===== src/llcm_pkg.sv =====
// ----------------------------------------------------------------------------
// llcm_pkg
// Shared types and codes for the latched pattern bank mapper.
// ----------------------------------------------------------------------------
package llcm_pkg;

  // Bus operation codes
  localparam logic [1:0] OP_CPU_READ  = 2'd0;
  localparam logic [1:0] OP_CPU_WRITE = 2'd1;
  localparam logic [1:0] OP_PAT_READ  = 2'd2;

  // Target memory codes
  localparam logic [1:0] TGT_NONE = 2'd0;
  localparam logic [1:0] TGT_PROM = 2'd1;
  localparam logic [1:0] TGT_WRAM = 2'd2;
  localparam logic [1:0] TGT_CROM = 2'd3;

  // Configuration register indexes
  localparam int unsigned CFG_IDX_W     = 8;
  localparam logic [CFG_IDX_W-1:0] CFG_PRG_COUNT = 8'd0;
  localparam logic [CFG_IDX_W-1:0] CFG_CHR_COUNT = 8'd1;
  localparam int unsigned CFG_DATA_W    = 9;

  localparam int unsigned PRG_COUNT_W = 5;
  localparam int unsigned CHR_COUNT_W = 9;
  localparam logic [PRG_COUNT_W-1:0] PRG_COUNT_RST = 5'd8;
  localparam logic [CHR_COUNT_W-1:0] CHR_COUNT_RST = 9'd16;

  // Remainder unit operand widths
  localparam int unsigned DIVIDEND_W = 8;
  localparam int unsigned DIVISOR_W  = 9;

  // Latch trigger patterns within a 4 KB half
  localparam logic [11:0] TRIG_MASK = 12'hFF8;
  localparam logic [11:0] TRIG_FD   = 12'hFD8;
  localparam logic [11:0] TRIG_FE   = 12'hFE8;

  typedef enum logic [2:0] {
    KIND_NONE,
    KIND_WRAM_RD,
    KIND_WRAM_WR,
    KIND_PRG_SWITCH,
    KIND_PRG_FIXED,
    KIND_CHR
  } kind_e;

  // One classified request between front and back
  typedef struct packed {
    kind_e       kind;
    logic [13:0] off;
    logic [7:0]  data;    // store byte or raw bank number
    logic        mirror;  // mirroring after this request
  } entry_t;

  typedef struct packed {
    logic                  start;
    logic [DIVIDEND_W-1:0] dividend;
    logic [DIVISOR_W-1:0]  divisor;
  } mod_req_t;

  typedef struct packed {
    logic                  done;
    logic [DIVIDEND_W-1:0] rem;
  } mod_rsp_t;

endpackage


===== src/llcm_front.sv =====
// ----------------------------------------------------------------------------
// llcm_front
// Accepts bus requests, applies register writes and latch updates in order,
// and pushes one classified entry per request.
// ----------------------------------------------------------------------------
module llcm_front (
  input  logic            clk_i,
  input  logic            rst_ni,
  input  logic            in_valid_i,
  output logic            in_ready_o,
  input  logic [1:0]      operation_i,
  input  logic [15:0]     address_i,
  input  logic [7:0]      write_data_i,
  input  logic            full_i,
  output logic            push_o,
  output llcm_pkg::entry_t entry_o
);
  import llcm_pkg::*;

  logic [3:0] prg_sel_q, prg_sel_d;
  logic [7:0] low_fd_q, low_fd_d, low_fe_q, low_fe_d;
  logic [7:0] high_fd_q, high_fd_d, high_fe_q, high_fe_d;
  logic       latch_low_q, latch_low_d, latch_high_q, latch_high_d;
  logic       mirror_q, mirror_d;
  logic       accept;
  logic [11:0] pat_off;

  assign in_ready_o = !full_i;
  assign accept     = in_valid_i && !full_i;
  assign push_o     = accept;
  assign pat_off    = address_i[11:0];

  always_comb begin
    prg_sel_d    = prg_sel_q;
    low_fd_d     = low_fd_q;
    low_fe_d     = low_fe_q;
    high_fd_d    = high_fd_q;
    high_fe_d    = high_fe_q;
    latch_low_d  = latch_low_q;
    latch_high_d = latch_high_q;
    mirror_d     = mirror_q;
    entry_o.kind = KIND_NONE;
    entry_o.off  = address_i[13:0];
    entry_o.data = write_data_i;
    case (operation_i)
      OP_CPU_READ: begin
        if (address_i[15:13] == 3'b011) begin
          entry_o.kind = KIND_WRAM_RD;
        end else if (address_i[15:14] == 2'b10) begin
          entry_o.kind = KIND_PRG_SWITCH;
          entry_o.data = {4'b0, prg_sel_q};
        end else if (address_i[15:14] == 2'b11) begin
          entry_o.kind = KIND_PRG_FIXED;
        end
      end
      OP_CPU_WRITE: begin
        if (address_i[15:13] == 3'b011) begin
          entry_o.kind = KIND_WRAM_WR;
        end else begin
          case (address_i[15:12])
            4'hA: prg_sel_d = write_data_i[3:0];
            4'hB: low_fd_d  = write_data_i;
            4'hC: low_fe_d  = write_data_i;
            4'hD: high_fd_d = write_data_i;
            4'hE: high_fe_d = write_data_i;
            4'hF: mirror_d  = write_data_i[0];
            default: ;
          endcase
        end
      end
      OP_PAT_READ: begin
        entry_o.kind = KIND_CHR;
        if (address_i[12]) begin
          entry_o.data = latch_high_q ? high_fe_q : high_fd_q;
          if ((pat_off & TRIG_MASK) == TRIG_FD) latch_high_d = 1'b0;
          else if ((pat_off & TRIG_MASK) == TRIG_FE) latch_high_d = 1'b1;
        end else begin
          entry_o.data = latch_low_q ? low_fe_q : low_fd_q;
          if ((pat_off & TRIG_MASK) == TRIG_FD) latch_low_d = 1'b0;
          else if ((pat_off & TRIG_MASK) == TRIG_FE) latch_low_d = 1'b1;
        end
      end
      default: ;
    endcase
    entry_o.mirror = mirror_d;
  end

  always_ff @(posedge clk_i or negedge rst_ni) begin
    if (!rst_ni) begin
      prg_sel_q    <= '0;
      low_fd_q     <= '0;
      low_fe_q     <= '0;
      high_fd_q    <= '0;
      high_fe_q    <= '0;
      latch_low_q  <= 1'b1;
      latch_high_q <= 1'b1;
      mirror_q     <= 1'b0;
    end else if (accept) begin
      prg_sel_q    <= prg_sel_d;
      low_fd_q     <= low_fd_d;
      low_fe_q     <= low_fe_d;
      high_fd_q    <= high_fd_d;
      high_fe_q    <= high_fe_d;
      latch_low_q  <= latch_low_d;
      latch_high_q <= latch_high_d;
      mirror_q     <= mirror_d;
    end
  end

endmodule


===== src/llcm_queue.sv =====
// ----------------------------------------------------------------------------
// llcm_queue
// Small synchronous FIFO between the front and the back.
// ----------------------------------------------------------------------------
module llcm_queue #(
  parameter int unsigned Width = 8,
  parameter int unsigned Depth = 2
) (
  input  logic             clk_i,
  input  logic             rst_ni,
  input  logic             push_i,
  input  logic [Width-1:0] data_i,
  input  logic             pop_i,
  output logic [Width-1:0] data_o,
  output logic             full_o,
  output logic             empty_o
);
  localparam int unsigned PtrW = $clog2(Depth);
  localparam int unsigned CntW = $clog2(Depth + 1);

  logic [Width-1:0] mem_q [Depth];
  logic [PtrW-1:0]  wptr_q, rptr_q;
  logic [CntW-1:0]  cnt_q;
  logic             do_push, do_pop;

  assign full_o  = (cnt_q == CntW'(Depth));
  assign empty_o = (cnt_q == '0);
  assign do_push = push_i && !full_o;
  assign do_pop  = pop_i && !empty_o;
  assign data_o  = mem_q[rptr_q];

  always_ff @(posedge clk_i or negedge rst_ni) begin
    if (!rst_ni) begin
      wptr_q <= '0;
      rptr_q <= '0;
      cnt_q  <= '0;
    end else begin
      if (do_push) begin
        wptr_q <= (wptr_q == PtrW'(Depth - 1)) ? '0 : wptr_q + 1'b1;
      end
      if (do_pop) begin
        rptr_q <= (rptr_q == PtrW'(Depth - 1)) ? '0 : rptr_q + 1'b1;
      end
      if (do_push && !do_pop) cnt_q <= cnt_q + 1'b1;
      else if (do_pop && !do_push) cnt_q <= cnt_q - 1'b1;
    end
  end

  always_ff @(posedge clk_i) begin
    if (do_push) mem_q[wptr_q] <= data_i;
  end

endmodule


===== src/llcm_mod.sv =====
// ----------------------------------------------------------------------------
// llcm_mod
// Serial restoring remainder unit, one dividend bit per cycle.
// ----------------------------------------------------------------------------
module llcm_mod (
  input  logic              clk_i,
  input  logic              rst_ni,
  input  llcm_pkg::mod_req_t req_i,
  output llcm_pkg::mod_rsp_t rsp_o
);
  import llcm_pkg::*;

  localparam int unsigned CntW = $clog2(DIVIDEND_W);

  logic                  busy_q, done_q;
  logic [CntW-1:0]       cnt_q;
  logic [DIVISOR_W-1:0]  rem_q, rem_d;
  logic [DIVIDEND_W-1:0] dvd_q;
  logic [DIVISOR_W-1:0]  dvs_q;
  logic [DIVISOR_W:0]    trial, diff;

  // Shift in the next dividend bit, subtract when it fits
  assign trial = {rem_q, dvd_q[DIVIDEND_W-1]};
  assign diff  = trial - {1'b0, dvs_q};
  assign rem_d = (trial >= {1'b0, dvs_q}) ? diff[DIVISOR_W-1:0] : trial[DIVISOR_W-1:0];

  assign rsp_o.done = done_q;
  assign rsp_o.rem  = rem_q[DIVIDEND_W-1:0];

  always_ff @(posedge clk_i or negedge rst_ni) begin
    if (!rst_ni) begin
      busy_q <= 1'b0;
      done_q <= 1'b0;
      cnt_q  <= '0;
    end else if (req_i.start) begin
      busy_q <= 1'b1;
      done_q <= 1'b0;
      cnt_q  <= '0;
    end else if (busy_q) begin
      cnt_q <= cnt_q + 1'b1;
      if (cnt_q == CntW'(DIVIDEND_W - 1)) begin
        busy_q <= 1'b0;
        done_q <= 1'b1;
      end
    end else begin
      done_q <= 1'b0;
    end
  end

  always_ff @(posedge clk_i) begin
    if (req_i.start) begin
      rem_q <= '0;
      dvd_q <= req_i.dividend;
      dvs_q <= req_i.divisor;
    end else if (busy_q) begin
      rem_q <= rem_d;
      dvd_q <= {dvd_q[DIVIDEND_W-2:0], 1'b0};
    end
  end

endmodule


===== src/llcm_back.sv =====
// ----------------------------------------------------------------------------
// llcm_back
// Pops classified entries, reduces bank numbers through the remainder unit
// and drives the registered result channel.
// ----------------------------------------------------------------------------
module llcm_back (
  input  logic                                  clk_i,
  input  logic                                  rst_ni,
  input  logic [llcm_pkg::PRG_COUNT_W-1:0]      prg_count_i,
  input  logic [llcm_pkg::CHR_COUNT_W-1:0]      chr_count_i,
  input  llcm_pkg::entry_t                      head_i,
  input  logic                                  empty_i,
  output logic                                  pop_o,
  output logic                                  out_valid_o,
  input  logic                                  out_ready_i,
  output logic [1:0]                            target_o,
  output logic [19:0]                           phys_address_o,
  output logic                                  ram_write_o,
  output logic [7:0]                            store_data_o,
  output logic                                  mirror_horizontal_o
);
  import llcm_pkg::*;

  localparam logic ST_IDLE = 1'b0;
  localparam logic ST_DIV  = 1'b1;

  logic     state_q, state_d;
  entry_t   hold_q, src;
  mod_req_t mod_req;
  mod_rsp_t mod_rsp;
  logic     out_free, load_out;
  logic [PRG_COUNT_W-1:0] fixed_bank;
  logic [1:0]  tgt_d;
  logic [19:0] phys_d;
  logic        wr_d;
  logic [7:0]  store_d;
  logic        valid_q;
  logic [1:0]  tgt_q;
  logic [19:0] phys_q;
  logic        wr_q;
  logic [7:0]  store_q;
  logic        mirror_q;

  llcm_mod u_mod (
    .clk_i  (clk_i),
    .rst_ni (rst_ni),
    .req_i  (mod_req),
    .rsp_o  (mod_rsp)
  );

  assign out_free   = !valid_q || out_ready_i;
  assign fixed_bank = (prg_count_i == '0) ? '0 : prg_count_i - 1'b1;

  always_comb begin
    state_d          = state_q;
    pop_o            = 1'b0;
    load_out         = 1'b0;
    mod_req.start    = 1'b0;
    mod_req.dividend = head_i.data;
    mod_req.divisor  = (head_i.kind == KIND_CHR)
                     ? ((chr_count_i == '0) ? DIVISOR_W'(1) : chr_count_i)
                     : ((prg_count_i == '0) ? DIVISOR_W'(1)
                                            : DIVISOR_W'(prg_count_i));
    unique case (state_q)
      ST_IDLE: begin
        if (!empty_i && out_free) begin
          pop_o = 1'b1;
          if (head_i.kind == KIND_PRG_SWITCH || head_i.kind == KIND_CHR) begin
            mod_req.start = 1'b1;
            state_d       = ST_DIV;
          end else begin
            load_out = 1'b1;
          end
        end
      end
      ST_DIV: begin
        // Output is empty here: the request started only when it was free
        if (mod_rsp.done) begin
          load_out = 1'b1;
          state_d  = ST_IDLE;
        end
      end
      default: state_d = ST_IDLE;
    endcase
  end

  always_comb begin
    src     = (state_q == ST_DIV) ? hold_q : head_i;
    tgt_d   = TGT_NONE;
    phys_d  = '0;
    wr_d    = 1'b0;
    store_d = '0;
    case (src.kind)
      KIND_WRAM_RD: begin
        tgt_d  = TGT_WRAM;
        phys_d = {7'b0, src.off[12:0]};
      end
      KIND_WRAM_WR: begin
        tgt_d   = TGT_WRAM;
        phys_d  = {7'b0, src.off[12:0]};
        wr_d    = 1'b1;
        store_d = src.data;
      end
      KIND_PRG_SWITCH: begin
        tgt_d  = TGT_PROM;
        phys_d = {2'b0, mod_rsp.rem[3:0], src.off};
      end
      KIND_PRG_FIXED: begin
        tgt_d  = TGT_PROM;
        phys_d = {1'b0, fixed_bank, src.off};
      end
      KIND_CHR: begin
        tgt_d  = TGT_CROM;
        phys_d = {mod_rsp.rem, src.off[11:0]};
      end
      default: ;
    endcase
  end

  always_ff @(posedge clk_i or negedge rst_ni) begin
    if (!rst_ni) begin
      state_q <= ST_IDLE;
      valid_q <= 1'b0;
    end else begin
      state_q <= state_d;
      if (load_out) valid_q <= 1'b1;
      else if (out_ready_i) valid_q <= 1'b0;
    end
  end

  always_ff @(posedge clk_i) begin
    if (pop_o) hold_q <= head_i;
    if (load_out) begin
      tgt_q    <= tgt_d;
      phys_q   <= phys_d;
      wr_q     <= wr_d;
      store_q  <= store_d;
      mirror_q <= src.mirror;
    end
  end

  assign out_valid_o         = valid_q;
  assign target_o            = tgt_q;
  assign phys_address_o      = phys_q;
  assign ram_write_o         = wr_q;
  assign store_data_o        = store_q;
  assign mirror_horizontal_o = mirror_q;

endmodule


===== src/latched_chr_bank_mapper.sv =====
// ----------------------------------------------------------------------------
// latched_chr_bank_mapper
// Cartridge bank mapper with latch-switched pattern banks.
// ----------------------------------------------------------------------------
// Each request on the input channel yields exactly one result. The front
// takes one request per cycle while the queue has room; it applies register
// writes and latch flips in request order, so every queued entry already
// carries its raw bank number and the mirroring after that request. Work RAM
// accesses, fixed-bank program reads and ignored or register writes are
// loaded into the result register at their pop. Switchable program reads
// and pattern reads reduce the bank number modulo the configured count in a
// serial remainder unit that retires one dividend bit per cycle, and the
// back pops no further entry until the remainder is in the result register.
// So plain accesses leave the back one per cycle while the result register
// is free, and banked reads hold the back until their remainder is done.
// Configuration writes are always taken; write them only while idle.
// ----------------------------------------------------------------------------
module latched_chr_bank_mapper #(
  parameter int unsigned QueueDepth = 2
) (
  input  logic                             clk_i,
  input  logic                             rst_ni,
  // Configuration write channel
  input  logic                             cfg_valid_i,
  output logic                             cfg_ready_o,
  input  logic [llcm_pkg::CFG_IDX_W-1:0]   cfg_index_i,
  input  logic [llcm_pkg::CFG_DATA_W-1:0]  cfg_data_i,
  // Request channel
  input  logic                             in_valid_i,
  output logic                             in_ready_o,
  input  logic [1:0]                       operation_i,
  input  logic [15:0]                      address_i,
  input  logic [7:0]                       write_data_i,
  // Result channel
  output logic                             out_valid_o,
  input  logic                             out_ready_i,
  output logic [1:0]                       target_o,
  output logic [19:0]                      phys_address_o,
  output logic                             ram_write_o,
  output logic [7:0]                       store_data_o,
  output logic                             mirror_horizontal_o
);
  import llcm_pkg::*;

  logic [PRG_COUNT_W-1:0] prg_count_q;
  logic [CHR_COUNT_W-1:0] chr_count_q;
  entry_t                 push_entry, head_entry;
  logic                   push, pop, q_full, q_empty;
  logic [$bits(entry_t)-1:0] head_bits;

  // Config registers: hold until written, unknown indexes drop
  assign cfg_ready_o = 1'b1;

  always_ff @(posedge clk_i or negedge rst_ni) begin
    if (!rst_ni) begin
      prg_count_q <= PRG_COUNT_RST;
      chr_count_q <= CHR_COUNT_RST;
    end else if (cfg_valid_i) begin
      if (cfg_index_i == CFG_PRG_COUNT) prg_count_q <= cfg_data_i[PRG_COUNT_W-1:0];
      else if (cfg_index_i == CFG_CHR_COUNT) chr_count_q <= cfg_data_i;
    end
  end

  // Front: accept, classify, advance mapper state
  llcm_front u_front (
    .clk_i        (clk_i),
    .rst_ni       (rst_ni),
    .in_valid_i   (in_valid_i),
    .in_ready_o   (in_ready_o),
    .operation_i  (operation_i),
    .address_i    (address_i),
    .write_data_i (write_data_i),
    .full_i       (q_full),
    .push_o       (push),
    .entry_o      (push_entry)
  );

  // Queue: decouple front and back stalls
  llcm_queue #(
    .Width ($bits(entry_t)),
    .Depth (QueueDepth)
  ) u_queue (
    .clk_i   (clk_i),
    .rst_ni  (rst_ni),
    .push_i  (push),
    .data_i  (push_entry),
    .pop_i   (pop),
    .data_o  (head_bits),
    .full_o  (q_full),
    .empty_o (q_empty)
  );

  assign head_entry = entry_t'(head_bits);

  // Back: compute the physical offset and hold the result
  llcm_back u_back (
    .clk_i               (clk_i),
    .rst_ni              (rst_ni),
    .prg_count_i         (prg_count_q),
    .chr_count_i         (chr_count_q),
    .head_i              (head_entry),
    .empty_i             (q_empty),
    .pop_o               (pop),
    .out_valid_o         (out_valid_o),
    .out_ready_i         (out_ready_i),
    .target_o            (target_o),
    .phys_address_o      (phys_address_o),
    .ram_write_o         (ram_write_o),
    .store_data_o        (store_data_o),
    .mirror_horizontal_o (mirror_horizontal_o)
  );

endmodule

===== config.mk =====
export PLATFORM = sky130hd
export DESIGN_NAME = latched_chr_bank_mapper
export DESIGN_NICKNAME = d
export VERILOG_FILES = /design/src/llcm_pkg.sv /design/src/llcm_front.sv /design/src/llcm_queue.sv /design/src/llcm_mod.sv /design/src/llcm_back.sv /design/src/latched_chr_bank_mapper.sv
export SDC_FILE = /design/constraint.sdc
export NUM_CORES = 1
export LEC_CHECK = 0
export ABC_CLOCK_PERIOD_IN_PS = 3900
export BUFFER_PORTS_ARGS = -buffer_cell sky130_fd_sc_hd__buf_4
export CORE_MARGIN = 8
export CORE_UTILIZATION = 40
export DETAILED_ROUTE_END_ITERATION = 8
export PLACE_DENSITY = 0.71
export SYNTH_ARGS = -nofsm -noshare
export SYNTH_HDL_FRONTEND = slang
export SYNTH_SLANG_ARGS = --single-unit

===== constraint.sdc =====
create_clock -name clk_i -period 3.9 [get_ports clk_i]
set_input_delay 0.39 -clock clk_i [delete_from_list [all_inputs] [get_ports clk_i]]
set_output_delay 0.39 -clock clk_i [all_outputs]
set_load 0.02 [all_outputs]

After elaboration in Yosys (flattened, before gate mapping) --
Memory sizes are Yosys's and may differ from the RTL's. Cells that the tools add are included.
Word-level totals: input bits 48, register bits after elaboration 148, logic and storage cells 154, memories 1, output and inout bits 35, memory bits (writable) 52
Memories:
- u_queue.mem_q | words 2, bits a word 26, rd ports 1, clocked after Yosys merged registers in 0, write ports 1, RTL line llcm_queue.sv:21 | logic [Width-1:0] mem_q [Depth];
Operators by class: muxes and demuxes 54, equal/unequal tests 24, add/subtract/negate cells 7, reduce and logical (&&, ||, !) cells 33, bitwise logic cells 4, magnitude comparators 1
Operators by type and width (count):
- $pmux 20 s4 | 1
- $mux 8 | 7
- $reduce_and 4->1 | 7
- $mux 1 | 27
- $mux 9 | 3
- $mux 26 | 1
- $eq 4x4->1 const B | 6
- $eq 9x9->1 const B | 2
- $pmux 8 s2 | 1
- $mux 3 | 5
- $eq 3x2->1 const B | 4
- $eq 3x3->1 const B | 4
- $ge 10x9->1 | 1
- $mux 5 | 2
- $logic_not 9->1 | 1
- $pmux 3 s3 | 1
- $sub 9x9->9 | 1
- $eq 2x2->1 const B | 4
- $eq 8x1->1 const B | 1
- $logic_not 8->1 | 1
- $reduce_bool 2->1 | 4
- $logic_and 1x1->1 | 6
- $mux 2 | 3
- $pmux 2 s3 | 1
- other kinds (17) | 29

Logic depth before layout (Yosys ltp) --
depth in word-level cells 9, gate-level depth with buffers 9, depth with buffers taken out 9

Cells and area by module --
From an unflattened synthesis, not the netlist that was laid out.
Second synthesis, totals: cell total of the unflattened synthesis 659, area, all modules 9570.4 sq um
By module, submodules not included:
- llcm_back | instances 1, seq. area each 1791.7 sq um, area an instance 2767.7 sq um, cells an instance 182
- llcm_front | instances 1, seq. area each 978.4 sq um, area an instance 2223.4 sq um, cells an instance 180
- llcm_queue | instances 1, seq. area each 1661.6 sq um, area an instance 2173.3 sq um, cells an instance 100
- llcm_mod | instances 1, seq. area each 815.8 sq um, area an instance 1783.0 sq um, cells an instance 162
- latched_chr_bank_mapper | instances 1, seq. area each 352.8 sq um, area an instance 623.1 sq um, cells an instance 35

Worst setup path before layout --
No wires, ideal clock.
path type reg-to-reg, from register u_back.valid_q, in the netlist u_back.out_valid_o, to register u_back.mirror_q, in the netlist u_back.mirror_horizontal_o, enable pin, data required time 3508 ps, buffers on the path 0, clock period less this slack 4113 ps, stages on the path, launching flop included 4, arrival 3721 ps, slack -213 ps, setup time 392 ps, cell sequence dfrtp_1 nor2b_1 nor3_1 a22o_1
On the way: cells in the longest elaborated chain, start to end 5
RTL lines:
- start, declared | RTL line llcm_back.sv:37 | logic valid_q;
- start signal, assigned | RTL line llcm_back.sv:123 | valid_q <= 1'b0;
- start signal, assigned | RTL line llcm_back.sv:126 | if (load_out) valid_q <= 1'b1;
- start signal, assigned | RTL line llcm_back.sv:127 | else if (out_ready_i) valid_q <= 1'b0;
- $logic_not 1->1 | RTL line llcm_back.sv:51 | assign out_free = !valid_q || out_ready_i;
- $logic_or 1x1->1 | RTL line llcm_back.sv:51
- $logic_and 1x1->1 | RTL line llcm_back.sv:66 | if (!empty_i && out_free) begin
- $mux 1 | RTL line llcm_back.sv:66
- $pmux 1 s2 | RTL line llcm_back.sv:64 | unique case (state_q)
- net u_back.load_out | RTL line llcm_back.sv:31 | logic out_free, load_out;
- end signal, assigned | RTL line llcm_back.sv:138 | mirror_q <= src.mirror;
- end, declared | RTL line llcm_back.sv:42 | logic mirror_q;
The timed path passes the listed nets, and every way through them passes these cells. A chain may end at the register's enable or synchronous reset.

Worst setup path in the final report --
from register u_queue.rptr_q, to register u_back.phys_q[2], in the netlist u_back.phys_address_o[2], data pin
On the way: cells in the longest elaborated chain, start to end 5, elaborated cells between the ends (all ways) 9, classes of those cells 5 x eq/ne; 2 x mux; 1 x reduce/logical; 1 x memory
RTL lines:
- start, declared | RTL line llcm_queue.sv:22 | logic [PtrW-1:0] wptr_q, rptr_q;
- start signal, assigned | RTL line llcm_queue.sv:42 | rptr_q <= (rptr_q == PtrW'(Depth - 1)) ? '0 : rptr_q + 1'b1;
- $mem_v2 2x26 *
- net head_bits[23] | RTL line latched_chr_bank_mapper.sv:49 | logic [$bits(entry_t)-1:0] head_bits;
- $mux 26 * | RTL line llcm_back.sv:88 | src = (state_q == ST_DIV) ? hold_q : head_i;
- $eq 3x1->1 / $eq 3x2->1 (equally long branches) | RTL line llcm_back.sv:93 | case (src.kind)
- $reduce_or 2->1 (no line)
- $pmux 20 s4 * | RTL line llcm_back.sv:93
- net u_back.phys_d[2] | RTL line llcm_back.sv:34 | logic [19:0] phys_d;
- end signal, assigned | RTL line llcm_back.sv:135 | phys_q <= phys_d;
- end, declared | RTL line llcm_back.sv:39 | logic [19:0] phys_q;
The timed path passes the listed nets; every way through them passes the cells marked *.

==> impl_metrics.env <==
export IMPL_ant_nets=0
export IMPL_avgRoutedWirePerCell_um=17.0
export IMPL_crit_chain="mux2_4, mux2i_1, nand3_1, o21ai_0, buf_4, a21oi_1"
export IMPL_synth_avg_cell_area_um2=13.0
export IMPL_ys_ff_latch=200
export IMPL_ctsHoldBuffers=0
export IMPL_async_flop_share_pct=32.0
export IMPL_rsz0062_at_grt="no"
export IMPL_firstDrtPassIters=5
export IMPL_syn_inst=696
export IMPL_grt_use_met1_pct=17.7
export IMPL_portBuffers=81
export IMPL_post_cts_resized=0
export IMPL_synth_simple_gate_area_share_pct=9.74
export IMPL_antenna_found_initial=0
export IMPL_grt_use_met3_pct=2.69
export IMPL_crit_slowest_cell="mux2i_1"
export IMPL_regArea_mm2=0.00560
export IMPL_final_util_pct=46.8
export IMPL_synth_top_family_by_area="multiplexers"
export IMPL_dieArea_mm2=0.0276
export IMPL_leakage_nw=4.29
export IMPL_gp_congestion=0.761
export IMPL_cts_root_buffer_cell="clkbuf_16"
export IMPL_drv_slew=0
export IMPL_yosysTopAreaCell="edfxtp_1"
export IMPL_start_kind="flip-flop"
export IMPL_yosysSeqAreaShare_pct=62.1
export IMPL_drive_above_1_share_pct=27.5
export IMPL_hold_path_class="in -> async"
export IMPL_rrSetupSlack_ns=1.21
export IMPL_syn_to_final_growth_pct=16.2
export IMPL_io_pins=83
export IMPL_synth_compound_area_share_pct=8.31
export IMPL_power_density_mw_per_mm2=775
export IMPL_crit_required_ns=4.09
export IMPL_fillers=1984
export IMPL_gr_total_overflow=0
export IMPL_post_route_period_util_pct=69.0
export IMPL_met2_usage_pct=21.4
export IMPL_fin_skew_ns=0.0106
export IMPL_drc=0
export IMPL_ys_types=64
export IMPL_grt_pass1_wl_mm=29.9
export IMPL_clock_sinks=200
export IMPL_relSlewSlack_pct=33.9
export IMPL_status="finished, final reports clean"
export IMPL_post_cts_buffers=0
export IMPL_h_tree_depth=4
export IMPL_track_usage_pct=13.4
export IMPL_drtIter0Drc=346
export IMPL_ys_top_cells_by_count="edfxtp_1, mux2_2, dfrtp_1, nand2_1, a21oi_1"
export IMPL_vias=5545
export IMPL_ir_worst_vdd_mv=0.358
export IMPL_setup_viol_count_final=0
export IMPL_n_antenna_cell=0
export IMPL_synth_top_cell_area_share_pct=42.3
export IMPL_multi_input_area_mm2=0.00316
export IMPL_fp_row_count=55
export IMPL_max_freq_mhz=371
export IMPL_coreArea_mm2=0.0224
export IMPL_finalPower_mw=8.12
export IMPL_yosysMostFrequentCell="edfxtp_1"
export IMPL_die_w_um=166
export IMPL_grt_pass1_vias=5677
export IMPL_worstSetupPathType="reg -> reg"
export IMPL_fp_dieH_um=166
export IMPL_synthAdderAreaFrac_pct=2.16
export IMPL_slowest_delay_ns=0.76
export IMPL_ff2ff_path_depth=6
export IMPL_path_max_fanout=14
export IMPL_dp_hpwl_mm=13.2
export IMPL_tightest_slew_ns=0.964
export IMPL_synth_area_mm2=0.00902
export IMPL_grt_max_degree=65
export IMPL_endpoint="u_back.phys_address_o[2]$_DFFE_PP_"
export IMPL_yosysWarnings=0
export IMPL_final_nets=840
export IMPL_min_period_ns=2.69
export IMPL_worstSkewPairLatency_ns=0.43
export IMPL_synth_area_leaders="edfxtp_1, dfrtp_1, mux2_2"
export IMPL_r2r_start="u_queue.rptr_q$_DFFE_PN0P_"
export IMPL_cp_arrival_ns=2.88
export IMPL_via_per_inst=5.16
export IMPL_cts_made_buffers=17
export IMPL_clock_path_buffers=2
export IMPL_synth_fp_nets=759
export IMPL_synth_edf_count=127
export IMPL_cap_violations=0
export IMPL_clk_pin_slew_worst_paths_ns=0.07
export IMPL_top_usage_layer="met2"
export IMPL_synthMuxAreaShare_pct=13.2
export IMPL_synthXorXnorAreaFrac_pct=1.46
export IMPL_wirelength_mm=18.3
export IMPL_cp_startpoint="u_queue.rptr_q$_DFFE_PN0P_"
export IMPL_cts_tree="yes"
export IMPL_reg2reg_to="u_back.phys_address_o[2]$_DFFE_PP_"
export IMPL_hold_violations=0
export IMPL_start_util_pct=40.3
export IMPL_finalSetupTns_ns=0
export IMPL_crit_path_end_kind="flip-flop"
export IMPL_ys_flop_type="edfxtp_1"
[critical path: cells and delay by family (launching register included)]
kind	cells	cell delay, ns
compound gates	2	0.21
buf+inv	1	0.23
flops	1	0.74
mux	2	1.13
simple gates	1	0.14
[per-layer routing]
layer | vias up | routed length [µm]
li1 | 2701 | -
met1 | 2707 | 8460
met2 | 113 | 8840
met3 | 24 | 655
met4 | 0 | 351
met5 | - | 0
[worst min-delay path by stage]
| stage | start | to | slack (ns) | cells after the start |
|---|---|---|---|---|
| detailed placement | u_front.low_fd_q[3]$_DFFE_PN0P_ | u_front.low_fd_q[3]$_DFFE_PN0P_ | 0.49 | 1 |
| CTS | rst_ni | u_front.low_fe_q[4]$_DFFE_PN0P_ | 0.09 | 1 |
| global placement | u_front.low_fd_q[2]$_DFFE_PN0P_ | u_front.low_fd_q[2]$_DFFE_PN0P_ | 0.48 | 1 |
| global route | address_i[2] | u_queue.mem_q[0][11]$_DFFE_PP_ | 0.13 | 1 |
| finish | rst_ni | u_back.state_q$_DFF_PN0_ | 0.07 | 1 |
| floorplan | rst_ni | chr_count_q[0]$_DFFE_PN0P_ | 0.09 | 0 |
[power breakdown]
part	switching, mW	leakage [nW]	internal [mW]
combinational	1.74	1.93	1.17
clock	0.755	0.262	0.905
sequential	0.357	2.10	3.19
total	2.86	4.29	5.27
[layout make-up]
| class | instances | area share (%) |
|---|---|---|
| clock buffers | 23 | 4.37 |
| clock inverters | 9 | 0.908 |
| inverters | 36 | 1.29 |
| multi-input cells | 433 | 30.2 |
| flip-flops and latches | 200 | 53.5 |
| well taps | 285 | 3.40 |
| repair buffers | 89 | 6.38 |
[sequential cells by signal, indices dropped and copies added, names as in the netlist, 3 cells and up]
name,flops
prg_count_q,5
chr_count_q,9
u_back.u_mod.dvd_q,8
u_back.u_mod.cnt_q,3
u_front.high_fd_q,8
u_back.u_mod.rem_q,9
u_front.low_fe_q,8
u_front.low_fd_q,8
u_front.prg_sel_q,4
u_back.phys_address_o,20
u_back.store_data_o,8
u_queue.mem_q,52
u_front.high_fe_q,8
u_back.u_mod.dvs_q,9
u_back.hold_q,26
[logic make-up (layout without fill, tap and decap cells)]
logic type               count (synthesis)  in the layout
flip-flops                             200            200
AND/OR/NAND/NOR                        169            169
AO/OA/AOI/OAI                          125            125
multiplexers                           108            108
buffers and inverters                   63            157
adder cells (fa/ha/maj)                 15             15
XOR/XNOR                                15             15
other                                    1              1
[metrics by stage]
stage | hold WS, ns | setup WS [ns] | instances | area, µm²
6_report | 0.0656 | 1.21 | 1075 | 10500
5_1_grt | 0.126 | 0.902 | 1075 | 10500
4_1_cts | 0.0871 | 1.22 | 1075 | 10500
3_5_place_dp | 0.489 | 1.25 | 1043 | 9920
3_3_place_gp | 0.485 | 1.27 | 1043 | 9920
2_1_floorplan | 0.0944 | 0.705 | 696 | 9020
[layout by cell type, fill, tap and decap left out, types with 8 or more instances in the layout]
cell and count:
a21oi_1 53, buf_4 89, clkbuf_16 17, dfrtp_1 60
dfxtp_1 9, edfxtp_1 127, ha_1 14, inv_1 35
mux2_2 76, mux2i_1 29, nand2_1 56, nand3_1 8
nor2_1 41, nor2b_1 8, o21ai_0 29, o22ai_1 8
xor2_1 10
Power figures use the tool's default switching activity.
